`src/rtl/prnq_pkg.sv`:
```
// ============================================================================
// prnq_pkg - shared types for the point range and nearest query core
// Request kinds, result status codes and the decoded request record that
// travels from the front end through the queue to the back end.
// ============================================================================
package prnq_pkg;

    localparam int ID_W    = 64;
    localparam int COORD_W = 32;   // widest coordinate the core supports
    localparam int RAD_W   = 23;
    localparam int R2_W    = 46;
    localparam int WANT_W  = 7;
    localparam int DIST_W  = 64;

    typedef enum logic [2:0] {
        REQ_CLEAR   = 3'd0,
        REQ_INSERT  = 3'd1,
        REQ_RADIUS  = 3'd2,
        REQ_BOX     = 3'd3,
        REQ_NEAREST = 3'd4
    } req_kind_t;

    typedef enum logic [2:0] {
        ST_HIT      = 3'd0,
        ST_NONE     = 3'd1,
        ST_INSERTED = 3'd2,
        ST_FULL     = 3'd3,
        ST_CLEARED  = 3'd4
    } status_t;

    // coordinates are sign extended to COORD_W; back end uses the low bits
    typedef struct packed {
        req_kind_t                  kind;
        logic [ID_W-1:0]            id;
        logic signed [COORD_W-1:0]  px;
        logic signed [COORD_W-1:0]  py;
        logic signed [COORD_W-1:0]  pz;
        logic signed [COORD_W-1:0]  qx;
        logic signed [COORD_W-1:0]  qy;
        logic signed [COORD_W-1:0]  qz;
        logic [R2_W-1:0]            r2;
        logic                       search_all;
        logic [WANT_W-1:0]          want;       // already clamped to capacity
        logic                       box_bad;    // min above max on some axis
    } req_t;

endpackage

```
`src/rtl/prnq_fifo.sv`:
```
// ============================================================================
// prnq_fifo - two-entry request queue
// Decouples intake from execution so each side stalls on its own.
// ============================================================================
module prnq_fifo (
    input  logic            clk,
    input  logic            rst_n,
    input  logic            in_valid,
    output logic            in_ready,
    input  prnq_pkg::req_t  in_data,
    output logic            out_valid,
    input  logic            out_ready,
    output prnq_pkg::req_t  out_data
);

    prnq_pkg::req_t  slot_reg [2];
    logic            wr_ptr_reg;
    logic            rd_ptr_reg;
    logic [1:0]      count_reg;
    logic            push;
    logic            pop;

    assign in_ready  = (count_reg != 2'd2);
    assign out_valid = (count_reg != 2'd0);
    assign out_data  = slot_reg[rd_ptr_reg];
    assign push      = in_valid && in_ready;
    assign pop       = out_valid && out_ready;

    always_ff @(posedge clk or negedge rst_n)
    begin
        if (!rst_n)
        begin
            wr_ptr_reg <= 1'b0;
            rd_ptr_reg <= 1'b0;
            count_reg  <= 2'd0;
        end
        else
        begin
            if (push)
            begin
                wr_ptr_reg <= !wr_ptr_reg;
            end
            if (pop)
            begin
                rd_ptr_reg <= !rd_ptr_reg;
            end
            case ({push, pop})
                2'b10:   count_reg <= count_reg + 2'd1;
                2'b01:   count_reg <= count_reg - 2'd1;
                default: count_reg <= count_reg;
            endcase
        end
    end

    always_ff @(posedge clk)
    begin
        if (push)
        begin
            slot_reg[wr_ptr_reg] <= in_data;
        end
    end

endmodule

```
`config.mk`:
```
export PLATFORM = sky130hd
export DESIGN_NAME = prnq_fifo
export DESIGN_NICKNAME = d
export VERILOG_FILES = /design/src/rtl/prnq_pkg.sv /design/src/rtl/prnq_fifo.sv
export SDC_FILE = /design/constraint.sdc
export NUM_CORES = 1
export LEC_CHECK = 0
export BUFFER_PORTS_ARGS = -buffer_cell sky130_fd_sc_hd__buf_4
export CAP_MARGIN = 15
export CELL_PAD_IN_SITES_DETAIL_PLACEMENT = 1
export CELL_PAD_IN_SITES_GLOBAL_PLACEMENT = 2
export CORE_ASPECT_RATIO = 0.6
export CORE_UTILIZATION = 41
export CTS_CLUSTER_SIZE = 16
export DETAILED_ROUTE_END_ITERATION = 6
export GPL_TIMING_DRIVEN = 1
export PLACE_DENSITY_LB_ADDON = 0.1
export SLEW_MARGIN = 0
export SYNTH_ARGS = -nofsm -noshare
export SYNTH_HDL_FRONTEND = slang
export SYNTH_SLANG_ARGS = --single-unit
```
`constraint.sdc`:
```
create_clock -name clk -period 45.2 [get_ports clk]
set_input_delay 0 -clock clk [delete_from_list [all_inputs] [get_ports clk]]
set_output_delay 0 -clock clk [all_outputs]
set_load 0.01 [all_outputs]
```
Word level (Yosys, flattened, before mapping)
Memory sizes are Yosys's and may differ from the RTL's.
Index checks and enable logic that the tools add are counted.
- register bits after elaboration: 4
- bits in writable memories: 628
- output and inout bits: 316
- logic and storage cells: 18
- memories: 1
- add/subtract/negate cells: 2
- equality and inequality tests: 3
- multiplexer cells: 3
- reduce and logical (&&, ||, !) cells: 6
- memories (memory ; depth ; width ; read ports ; clocked after Yosys merged registers in ; write ports ; line ; RTL):
    slot_reg ; 2 ; 314 ; 1 ; 0 ; 1 ; prnq_fifo.sv:16 ; prnq_pkg::req_t slot_reg [2];
- operator list (kind ; number):
    one-hot mux 2 bit (2 select lines) ; 1
    nonzero test 2 bit ; 2
    adder 2 x 1 -> 2 bit (second input constant) ; 1
    equality test 2 x 1 -> 1 bit (second input constant) ; 1
    equality test 2 bit (second input constant) ; 1
    logical AND 1 bit ; 2
    zero test 1 bit ; 2
    two-way mux 1 bit ; 2
    inequality test 2 bit (second input constant) ; 1
    subtractor 2 x 1 -> 2 bit (second input constant) ; 1

Logic depth before layout (Yosys ltp)
- depth after elaboration: 4
- depth in mapped cells: 6
- depth with buffers taken out: 6

Worst setup path after synthesis
OpenSTA, ideal clock, no wires.
- kind: reg2reg
- from: register count_reg[0]
- to: memory slot_reg[0][0] (netlist bit), enable pin
- data arrival time: 13.705 ns
- required time: 44.204 ns
- path slack: 30.500 ns
- stages on the path, launching flop included: 4
- buffers on the path: 0
- clock period less this slack: 14.700 ns
- cells stage by stage: dfrtp_1 nand2b_1 nand2_1 nor2_1
- word-level cells in the longest chain between the ends: 4
- ends and longest elaborated chain (item ; line ; RTL):
    start: declaration ; prnq_fifo.sv:19 ; logic [1:0] count_reg;
    start signal: assignment ; prnq_fifo.sv:48 ; 2'b10: count_reg <= count_reg + 2'd1;
    start signal: assignment ; prnq_fifo.sv:49 ; 2'b01: count_reg <= count_reg - 2'd1;
    start signal: assignment ; prnq_fifo.sv:50 ; default: count_reg <= count_reg;
    inequality test 2 bit ; prnq_fifo.sv:23 ; assign in_ready = (count_reg != 2'd2);
    named net in_ready ; prnq_fifo.sv:9 ; output logic in_ready,
    logical AND 1 bit ; prnq_fifo.sv:26 ; assign push = in_valid && in_ready;
    two-way mux 1 bit ; prnq_fifo.sv:57 ; if (push)
    two-way mux 1 bit (not written as such) ; prnq_fifo.sv:59 ; slot_reg[wr_ptr_reg] <= in_data;
    end: declaration ; prnq_fifo.sv:16 ;
The timed path passes the listed nets, and every way through them passes these cells.

Worst setup path in the final report
- from: register count_reg[0]
- to: memory slot_reg[0][297] (netlist bit), enable pin
- word-level cells in the longest chain between the ends: 4
- ends and longest elaborated chain (item ; line):
    inequality test 2 bit ; prnq_fifo.sv:23
    logical AND 1 bit ; prnq_fifo.sv:26
    two-way mux 1 bit ; prnq_fifo.sv:57
    two-way mux 1 bit (not written as such) ; prnq_fifo.sv:59
No other way between the ends.

==> results.toml <==
[sta]
finalHoldViolCount = 0
finalCritPeriodShare_pct = 8.107
fin_ws_ns = 41.54
setup_viol = 0
slew_violations = 0
period_needed_ns = 3.664
finClkSkew_ns = 0.01477
timing.fmax_mhz = 272.9
slew_headroom_pct = 7.312
finalSetupTns_ns = 0
tightest_slew_ns = 1.390
rsz0062_at_grt = "false"

[final_layout]
final_cell_mix = "637 x buf_4, 628 x edfxtp_1, 318 x dlygate4sd3_1, 314 x mux2_2, 61 x clkbuf_16"
areaGrowthSynthToFinish_pct = 45.61
largest_register_ffs = 628
final_common_cell = "buf_4"
layoutNonFillerInstCount = 2772
nets = 2297
final_area_mm2 = 0.03341
drive_gt1_share_pct = 51.36
fillCellCount = 4899

[drt]
post_drt_wl_per_cell_um = 21.70
drt_pass1_iterations = 4
dr_total_vias = 12895
drc = 0
ant_nets = 0
routed_wl_mm = 60.15
via_per_inst = 4.652
drtIter0Drc = 607

[logic_synthesis]
synth_top_area_share_pct = 82.19
yosys.area.top_type = "edfxtp_1"
yosys-top-cells-area = "edfxtp_1 82%, mux2_2 15%, buf_6 1.4%"
yosys_warnings = 0
ys_types = 14
yosysSeqAreaShare_pct = 82.63
synth-seq-cells = 632
syn-cell-area_mm2 = 0.02294
syn_nets = 1313
avgSynthCellArea_um2 = 23.08
netlist_instances = 994

[power_and_ir_drop]
seqPwrFrac_pct = 42.5
p_total_w = 0.001986
power.density_mw_per_mm2 = 59.45
peakVddDrop_v = 0.00004823
power.share.clock_pct = 24.4
p_leak_nw = 12.47
p_comb_share_pct = 33.0
p_sw_share_pct = 29.36
p_switching_w = 0.0005831
intPower_w = 0.001403

[critical_path]
critPathKind = "flip-flop to flip-flop"
crit_fanout = 139
worst_setup_path_start_kind = "flip-flop"
arrival_ns = 3.88
required_ns = 45.42
critPathCaptureType = "flip-flop"

[global_routing]
grt_first_pass_wirelength_mm = 86.46
grt-ovfl-total = 0
antenna_found_initial = 7
grt_pass1_vias = 14427
grtUsageTotal_pct = 20.25
grt_start_max_net_pins = 176

[placement]
dp_hpwl_mm = 37.30
pre_cts_ws_ns = 41.51
place.gp.congestion = 0.7544
placed_area_mm2 = 0.02838
io_buffers = 633
place_inst = 2347

[die]
dieArea_mm2 = 0.05694
die_h_um = 185.2
ios = 634
core_mm2 = 0.05475
die_x_um = 307.4
start_util_pct = 41.91
rows = 66

[clock_network]
cts_setup_buffers = 0
h-tree-depth = 2
cts.sinks = 632
clock_path_buffers = 3
insertion_delay_ns = 0.59
cts_buffers = 59
clk_pin_slew_worst_paths_ns = 0.07
cts_tree = "done"
cts_root_buffer = "clkbuf_16"

[status]
status = "completed"

[worst_hold_path]
holdCritPathClass = "input port to flip-flop"

[run]
cap_violations = 0
==> cells in the mapped netlist, drive strengths merged <==
| cell | n |
|---|---|
| and2 | 1 |
| xnor2 | 3 |
| dfrtp | 4 |
| nand2 | 1 |
| mux2 | 314 |
| ha | 1 |
| edfxtp | 628 |
| or2 | 1 |
| nor2 | 2 |
| buf | 35 |
| xor2 | 2 |
| nand2b | 1 |
| and3 | 1 |
==> power groups by stage <==
stage                     registers, W  clock network, W  logic, W
final                         0.000845          0.000485  0.000656
after global routing          0.000856          0.000518  0.000694
after CTS                     0.000844          0.000498  0.000668
after detailed placement      0.000856                 0  0.000639
after global placement        0.000847                 0  0.000637
after floorplan               0.000895                 0  0.000358
==> critical path, cell delays in order, from the launching register on <==
cell,delay (ns)
dfrtp_1,0.41
nand2b_1,0.17
nand2_1,0.15
nor2_4,0.86
buf_4,0.81
buf_12,0.62
==> final cells by class <==
type	instances	area [µm²]	share of cell area [%]
Antenna cell	5	12.51	0.03745
Sequential cell	632	18960	56.76
Tap cell	748	935.9	2.802
Multi-Input combinational cell	327	3641	10.90
Clock buffer	72	1568	4.693
Clock inverter	30	262.8	0.7865
Timing Repair Buffer	958	8025	24.02
==> timing repair <==
action,CTS,global route
endpoints found under the setup margin,0,0
hold buffers,318,0
hold endpoints to repair,635,0
resized for setup,0,0
==> through the flow <==
step                utilization, %  hold WS, ns
floorplan                        -      -0.2956
global placement             51.84      -0.2016
detailed placement           51.84      -0.2012
CTS                          60.99      0.08123
global route                 61.02      0.09301
finish                       61.02       0.1284
==> kinds of logic (layout without fill, tap and decap cells) <==
family        Yosys count  after routing  synth area share [%]
mux                   314            314                 15.41
simple gates            7              7                0.1582
other cells             0              5                     0
buf+inv                35           1060                 1.554
flops                 632            632                 82.63
xor+xnor                5              5                0.1909
fa+ha+maj               1              1               0.05453
==> path summary, 6_finish.rpt <==
path                                   start  slack (ns)               end  cells after the start
max in group asynchronous              rst_n       44.70        rd_ptr_reg                      3
worst max-delay path            count_reg[0]       41.54  slot_reg[0][297]                      5
worst min-delay path            in_data[154]        0.13  slot_reg[1][154]                      2
min in group asynchronous              rst_n        0.31        wr_ptr_reg                      3
worst max register to register  count_reg[0]       41.54  slot_reg[0][297]                      5
worst min register to register  count_reg[1]        0.49      count_reg[1]                      1
==> layer usage <==
| layer | GRT usage, % | wire length (µm) |
|---|---|---|
| met4 | 6.587 | 1696 |
| met3 | 5.789 | 3677 |
| met5 | 0 | 23 |
| met1 | 21.48 | 21380 |
| met2 | 38.55 | 33370 |
(Power assumes the default switching activity.)
