### src/rtl/prnq_pkg.sv
// ============================================================================
// prnq_pkg - shared types for the point range and nearest query core
// Request kinds, result status codes and the decoded request record that
// travels from the front end through the queue to the back end.
// ============================================================================
package prnq_pkg;

    localparam int ID_W    = 64;
    localparam int COORD_W = 32;   // widest coordinate the core supports
    localparam int RAD_W   = 23;
    localparam int R2_W    = 46;
    localparam int WANT_W  = 7;
    localparam int DIST_W  = 64;

    typedef enum logic [2:0] {
        REQ_CLEAR   = 3'd0,
        REQ_INSERT  = 3'd1,
        REQ_RADIUS  = 3'd2,
        REQ_BOX     = 3'd3,
        REQ_NEAREST = 3'd4
    } req_kind_t;

    typedef enum logic [2:0] {
        ST_HIT      = 3'd0,
        ST_NONE     = 3'd1,
        ST_INSERTED = 3'd2,
        ST_FULL     = 3'd3,
        ST_CLEARED  = 3'd4
    } status_t;

    // coordinates are sign extended to COORD_W; back end uses the low bits
    typedef struct packed {
        req_kind_t                  kind;
        logic [ID_W-1:0]            id;
        logic signed [COORD_W-1:0]  px;
        logic signed [COORD_W-1:0]  py;
        logic signed [COORD_W-1:0]  pz;
        logic signed [COORD_W-1:0]  qx;
        logic signed [COORD_W-1:0]  qy;
        logic signed [COORD_W-1:0]  qz;
        logic [R2_W-1:0]            r2;
        logic                       search_all;
        logic [WANT_W-1:0]          want;       // already clamped to capacity
        logic                       box_bad;    // min above max on some axis
    } req_t;

endpackage

### src/rtl/prnq_front.sv
// ============================================================================
// prnq_front - request intake
// Takes input beats, drops unknown kinds, squares the radius, clamps the
// wanted count and flags inverted boxes, then hands the record to the queue.
// ============================================================================
module prnq_front #(
    parameter int CAPACITY   = 64,
    parameter int COORD_BITS = 24,
    parameter int TD_W       = 240
) (
    input  logic                 clk,
    input  logic                 rst_n,
    input  logic                 s_tvalid,
    output logic                 s_tready,
    input  logic [TD_W-1:0]      s_tdata,
    input  logic [2:0]           s_tuser,
    output logic                 q_valid,
    input  logic                 q_ready,
    output prnq_pkg::req_t       q_data
);

    localparam int CB    = COORD_BITS;
    localparam int O_PX  = 64;
    localparam int O_RAD = 64 + 6 * CB;
    localparam int O_ALL = O_RAD + prnq_pkg::RAD_W;
    localparam int O_WNT = O_ALL + 1;

    logic                            f_valid_reg;
    prnq_pkg::req_t                  f_req_reg;
    prnq_pkg::req_t                  dec;
    logic                            known;
    logic                            accept;
    logic [prnq_pkg::RAD_W-1:0]      rad;
    logic [prnq_pkg::WANT_W-1:0]     want_in;

    assign s_tready = !f_valid_reg || q_ready;
    assign accept   = s_tvalid && s_tready;
    assign q_valid  = f_valid_reg;
    assign q_data   = f_req_reg;

    always_comb
    begin
        case (s_tuser)
            prnq_pkg::REQ_CLEAR, prnq_pkg::REQ_INSERT, prnq_pkg::REQ_RADIUS,
            prnq_pkg::REQ_BOX, prnq_pkg::REQ_NEAREST: known = 1'b1;
            default:                                   known = 1'b0;
        endcase
    end

    always_comb
    begin
        rad     = s_tdata[O_RAD +: prnq_pkg::RAD_W];
        want_in = s_tdata[O_WNT +: prnq_pkg::WANT_W];
        dec.kind = prnq_pkg::req_kind_t'(s_tuser);
        dec.id   = s_tdata[63:0];
        dec.px   = prnq_pkg::COORD_W'($signed(s_tdata[O_PX          +: CB]));
        dec.py   = prnq_pkg::COORD_W'($signed(s_tdata[O_PX + CB     +: CB]));
        dec.pz   = prnq_pkg::COORD_W'($signed(s_tdata[O_PX + 2 * CB +: CB]));
        dec.qx   = prnq_pkg::COORD_W'($signed(s_tdata[O_PX + 3 * CB +: CB]));
        dec.qy   = prnq_pkg::COORD_W'($signed(s_tdata[O_PX + 4 * CB +: CB]));
        dec.qz   = prnq_pkg::COORD_W'($signed(s_tdata[O_PX + 5 * CB +: CB]));
        dec.r2   = prnq_pkg::R2_W'(rad) * prnq_pkg::R2_W'(rad);
        dec.search_all = s_tdata[O_ALL];
        dec.want = (want_in > prnq_pkg::WANT_W'(CAPACITY)) ?
                   prnq_pkg::WANT_W'(CAPACITY) : want_in;
        dec.box_bad = (dec.px > dec.qx) || (dec.py > dec.qy) || (dec.pz > dec.qz);
    end

    always_ff @(posedge clk or negedge rst_n)
    begin
        if (!rst_n)
        begin
            f_valid_reg <= 1'b0;
        end
        else if (accept)
        begin
            f_valid_reg <= known;
        end
        else if (q_ready)
        begin
            f_valid_reg <= 1'b0;
        end
    end

    always_ff @(posedge clk)
    begin
        if (accept)
        begin
            f_req_reg <= dec;
        end
    end

endmodule

### config.mk
export PLATFORM = sky130hd
export DESIGN_NAME = prnq_front
export DESIGN_NICKNAME = d
export VERILOG_FILES = /design/src/rtl/prnq_pkg.sv /design/src/rtl/prnq_front.sv
export SDC_FILE = /design/constraint.sdc
export NUM_CORES = 1
export LEC_CHECK = 0
export BUFFER_PORTS_ARGS = -buffer_cell sky130_fd_sc_hd__buf_2
export CAP_MARGIN = 20
export CORE_MARGIN = 4
export CORE_UTILIZATION = 45
export CTS_CLUSTER_DIAMETER = 60
export DETAILED_ROUTE_END_ITERATION = 10
export PLACE_DENSITY = 0.76
export SLEW_MARGIN = 0
export SYNTH_ARGS = -nofsm -noshare
export SYNTH_HDL_FRONTEND = slang
export SYNTH_SLANG_ARGS = --single-unit
### constraint.sdc
create_clock -name clk -period 8.3 [get_ports clk]
set_clock_uncertainty 0.1 [all_clocks]
set_input_delay 1.66 -clock clk [delete_from_list [all_inputs] [get_ports clk]]
set_output_delay 1.66 -clock clk [all_outputs]
set_load 0.01 [all_outputs]
; After elaboration in Yosys (flattened, before gate mapping)
; Cells that the tools add are included.
[totals]
regBits = 267
latchBits = 0
ram_bits = 0
romBits = 0
in_bits = 247
out_inout_bits = 316
elab_cells = 33
n_memories = 0
[op_classes]
addsub = 0
multipliers = 1
div = 0
order_cmp = 4
n_eq_ne = 4
n_shift = 0
n_mux = 3
bitwise_logic = 0
reduce_logical = 8
[ops]
columns = operator, count
row1 = $gt A24 B24 Y1, 3
row2 = $mul A23 B23 Y46, 1
row3 = $gt A7 B7 Y1 const B, 1
row4 = $eq A3 B2 Y1 const B, 2
row5 = $reduce_or A5 Y1, 1
row6 = $eq A3 B1 Y1 const B, 1
row7 = $eq A3 B3 Y1 const B, 1
row8 = $logic_not A3 Y1, 1
row9 = $logic_or A1 B1 Y1, 3
row10 = $mux W1, 3
row11 = $reduce_bool A2 Y1, 1
row12 = $logic_and A1 B1 Y1, 1
row13 = $logic_not A1 Y1, 1

; Longest topological paths before layout
[depth]
word_depth = 4
depth_mapped = 27
ltp_nobuf = 25

; Worst setup path after synthesis
; No wires, ideal clock.
[synth_path]
kind = in2reg
start = input q_ready
end = register f_req_reg (netlist bit q_data[0]) (enable)
setup_ns = 0.661
t_arrival_ns = 7.901
required_time_ns = 7.539
setup_slack_ns = -0.362
cell_stages = 2
n_path_buf = 0
cell_sequence = nand2b_1 > and2_1
[synth_via]
elab_chain_len = 2
[synth_rtl]
columns = element, line
row1 = "start, declared", prnq_front.sv:18  ; input logic q_ready,
row2 = $logic_or A1 B1 Y1, prnq_front.sv:36  ; assign s_tready = !f_valid_reg || q_ready;
row3 = $logic_and A1 B1 Y1, prnq_front.sv:37  ; assign accept = s_tvalid && s_tready;
row4 = net accept, prnq_front.sv:32  ; logic accept;
row5 = "end signal, assigned", prnq_front.sv:89  ; f_req_reg <= dec;
row6 = "end, declared", prnq_front.sv:29  ; prnq_pkg::req_t f_req_reg;
; The timed path passes the listed nets, and every way through them passes these cells.
; A chain may end at the register's enable or synchronous reset.

==> metrics <==
worst setup path endpoint q_data[51]$_DFFE_PP_; first-pass GRT wire length about 120 mm; Crit Path Max Fanout 11; Remaining Overflow, GRT 0; CP required about 8600 ps; worst skew pair latency a little under 600 ps; Synth area leader edfxtp_1; Die Span X roughly 250 um; Slew HR 0.331; Critical R2R Capture q_data[63]$_DFFE_PP_; Max Freq 123 MHz; Slew @ Worst Pin approximately 1000 ps; CP arrival 8490 ps; asr flop ratio synth 0.00376; Finish-stage setup viols 0; final WL approximately 80 mm; worst-case clock buffer depth 3; antenna violations before repair 16; hold buffers post-CTS 0; largest stage delay on the critical path between 500 and 600 ps; hpwl dp ~70 mm; CP max-delay cell fa_1; fin crit share 0.983; Post-synth EDFFs between 200 and 300; layout cells sized above 1 0.288; via count about 18000; CP dominant cell by count fa_1; cell count after synthesis about 2300; core area about 55000 um2; top cells by count, synth 579 x inv_1, 385 x fa_1, 265 x edfxtp_1; PortBufs 560; CTS tree built; Crit Path Category in2reg; run status finished, final reports clean; DRT Pass-1 Iters 5; gpl congestion about 1; final worst path period need about 8200 ps; Ys Warns 0; R2R cell count 3; CTS Buf Count 31; largest net degree at the start of global routing roughly 140; CP Capture Type flip-flop; Initial Utilization 0.458; Clock Pin Slew Worst Setup and Hold Paths approximately 60 ps; Clock Sinks roughly 270; r2r setup slk 5750 ps; Fillers approximately 4700; Fin. Hold Viols 0; design area between 30000 and 40000 um2; Max-Cap Viols 0; DIE AREA approximately 60000 um2; Top Ports 563; Root Buffer clkbuf_16; DR iter-0 viols around 1100; crit start category primary input; Top FF cell, synth edfxtp_1; Yosys reg bits about 270; worst r2r src q_valid$_DFFE_PN0P_; number of global-route vias before repair between 15000 and 20000; Worst Setup SP s_tdata[218]; routed via count divided by cell count 4.91; H-tree depth 1; row cnt between 80 and 90; drt wl/cell about 21 um; Post-route DRC 0; HP Start q_valid$_DFFE_PN0P_; Nets between 3000 and 4000; sequential element share of the synthesized area 0.315; Area Overhead vs Synth 24.1%; hold crit path type reg2reg; top-area cell type share of the netlist area 0.314; main area contributors after synthesis edfxtp_1 31%, fa_1 30%, ha_1 12%; mapped cell area between 20000 and 30000 um2; placed cell areas 30400 um2; post-synthesis area per instance roughly 11 um2; syn nets between 3000 and 4000; cell with the most instances after synthesis inv_1; RSZ-0062 raised after global routing false; number of routed nets with antenna violations 0; gr usage total 0.261; Netlist cell types 58; Die Height 245 um; Pins Over Slew Limit 0
## what timing repair did
| action | 4_1_cts | 5_1_grt |
|---|---|---|
| gates resized for setup | 0 | 31 |
| buffers inserted | 0 | 2 |
| endpoints found under the setup margin | 0 | 7 |
## per-stage QoR
stage	util	cells	setup TNS [ps]	setup slack (ps)	hold slack, ps
2_1_floorplan	-	2255	0	2.30	507
3_3_place_gp	0.548	3689	-3810	-557	429
3_5_place_dp	0.548	3689	-4530	-586	428
4_1_cts	0.566	3746	0	7.75	445
5_1_grt	0.568	3754	0	1.62	501
6_report	0.569	3758	0	140	447
## state kept, by name, indices dropped and copies added (netlist names)
name / count
q_data: 265
q_valid: 1
## per-layer routing
metal | track usage | vias up | part of all wire
met2 | 0.457 | 677 | 0.50
met5 | 0 | - | 0.00016
met1 | 0.329 | 9169 | 0.39
li1 | - | 8478 | -
met4 | 0.0883 | 2 | 0.039
met3 | 0.0469 | 138 | 0.070
## cells by family (layout without fill, tap and decap cells)
kind of cell,after synthesis,count (layout),share of synthesized area
xor gates and xnor gates,57,57,0.0197
AOI/OAI and AO/OA,204,204,0.0520
and+or+nand+nor,405,405,0.0784
adders and majority gates,631,631,0.425
DFF,266,266,0.315
muxes,2,2,0.000887
buffers and inverters,689,1434,0.109
other,1,11,0.000148
## worst min-delay path by stage
stage / to / slack (ps) / cells past startpoint
CTS: q_valid$_DFFE_PN0P_ / 450 / 2
floorplan: q_valid$_DFFE_PN0P_ / 510 / 2
global placement: q_valid$_DFFE_PN0P_ / 430 / 2
global route: q_valid$_DFFE_PN0P_ / 500 / 2
detailed placement: q_valid$_DFFE_PN0P_ / 430 / 2
finish: q_valid$_DFFE_PN0P_ / 450 / 2
## cell type report
type / count / area [um2] / share of cell area
Antenna cell: 10 / 25.0 / 0.000794
Clock buffer: 35 / 791 / 0.0251
Clock inverter: 22 / 213 / 0.00675
Inverter: 580 / 2180 / 0.0691
Multi-Input combinational cell: 1300 / 14700 / 0.466
Sequential cell: 266 / 7980 / 0.253
Tap cell: 748 / 936 / 0.0297
Timing Repair Buffer: 797 / 4690 / 0.149
## critical path, delay by kind of cell
family                   cells  cell delay [ps]
AND/OR/NAND/NOR              5             1030
adder cells (fa/ha/maj)      8             3500
AO/OA/AOI/OAI                5             1300
buffers and inverters        8             1010
## cell usage in the layout, fill, tap and decap left out, drive strengths merged, types with 5 or more instances in the layout
cell    netlist  layout
and3          6       6
diode         0      10
a211oi       10      10
edfxtp      265     265
ha          246     246
o21ai        35      35
nor2         49      49
a21oi        63      63
xor2         21      21
and2        101     101
xnor2        36      36
buf          51     792
fa          385     385
nand2       164     164
inv         579     585
a31oi         7       7
or2           5       5
nand2b        9       9
nand4        26      26
nand3        13      13
clkinv        1      15
clkbuf       58      40
nor3          5       5
a21o         56      56
nor2b        17      17
Power is left out: the tool's default activity adds up to more than one toggle a clock period on the data nets, which glitch-free logic cannot reach.
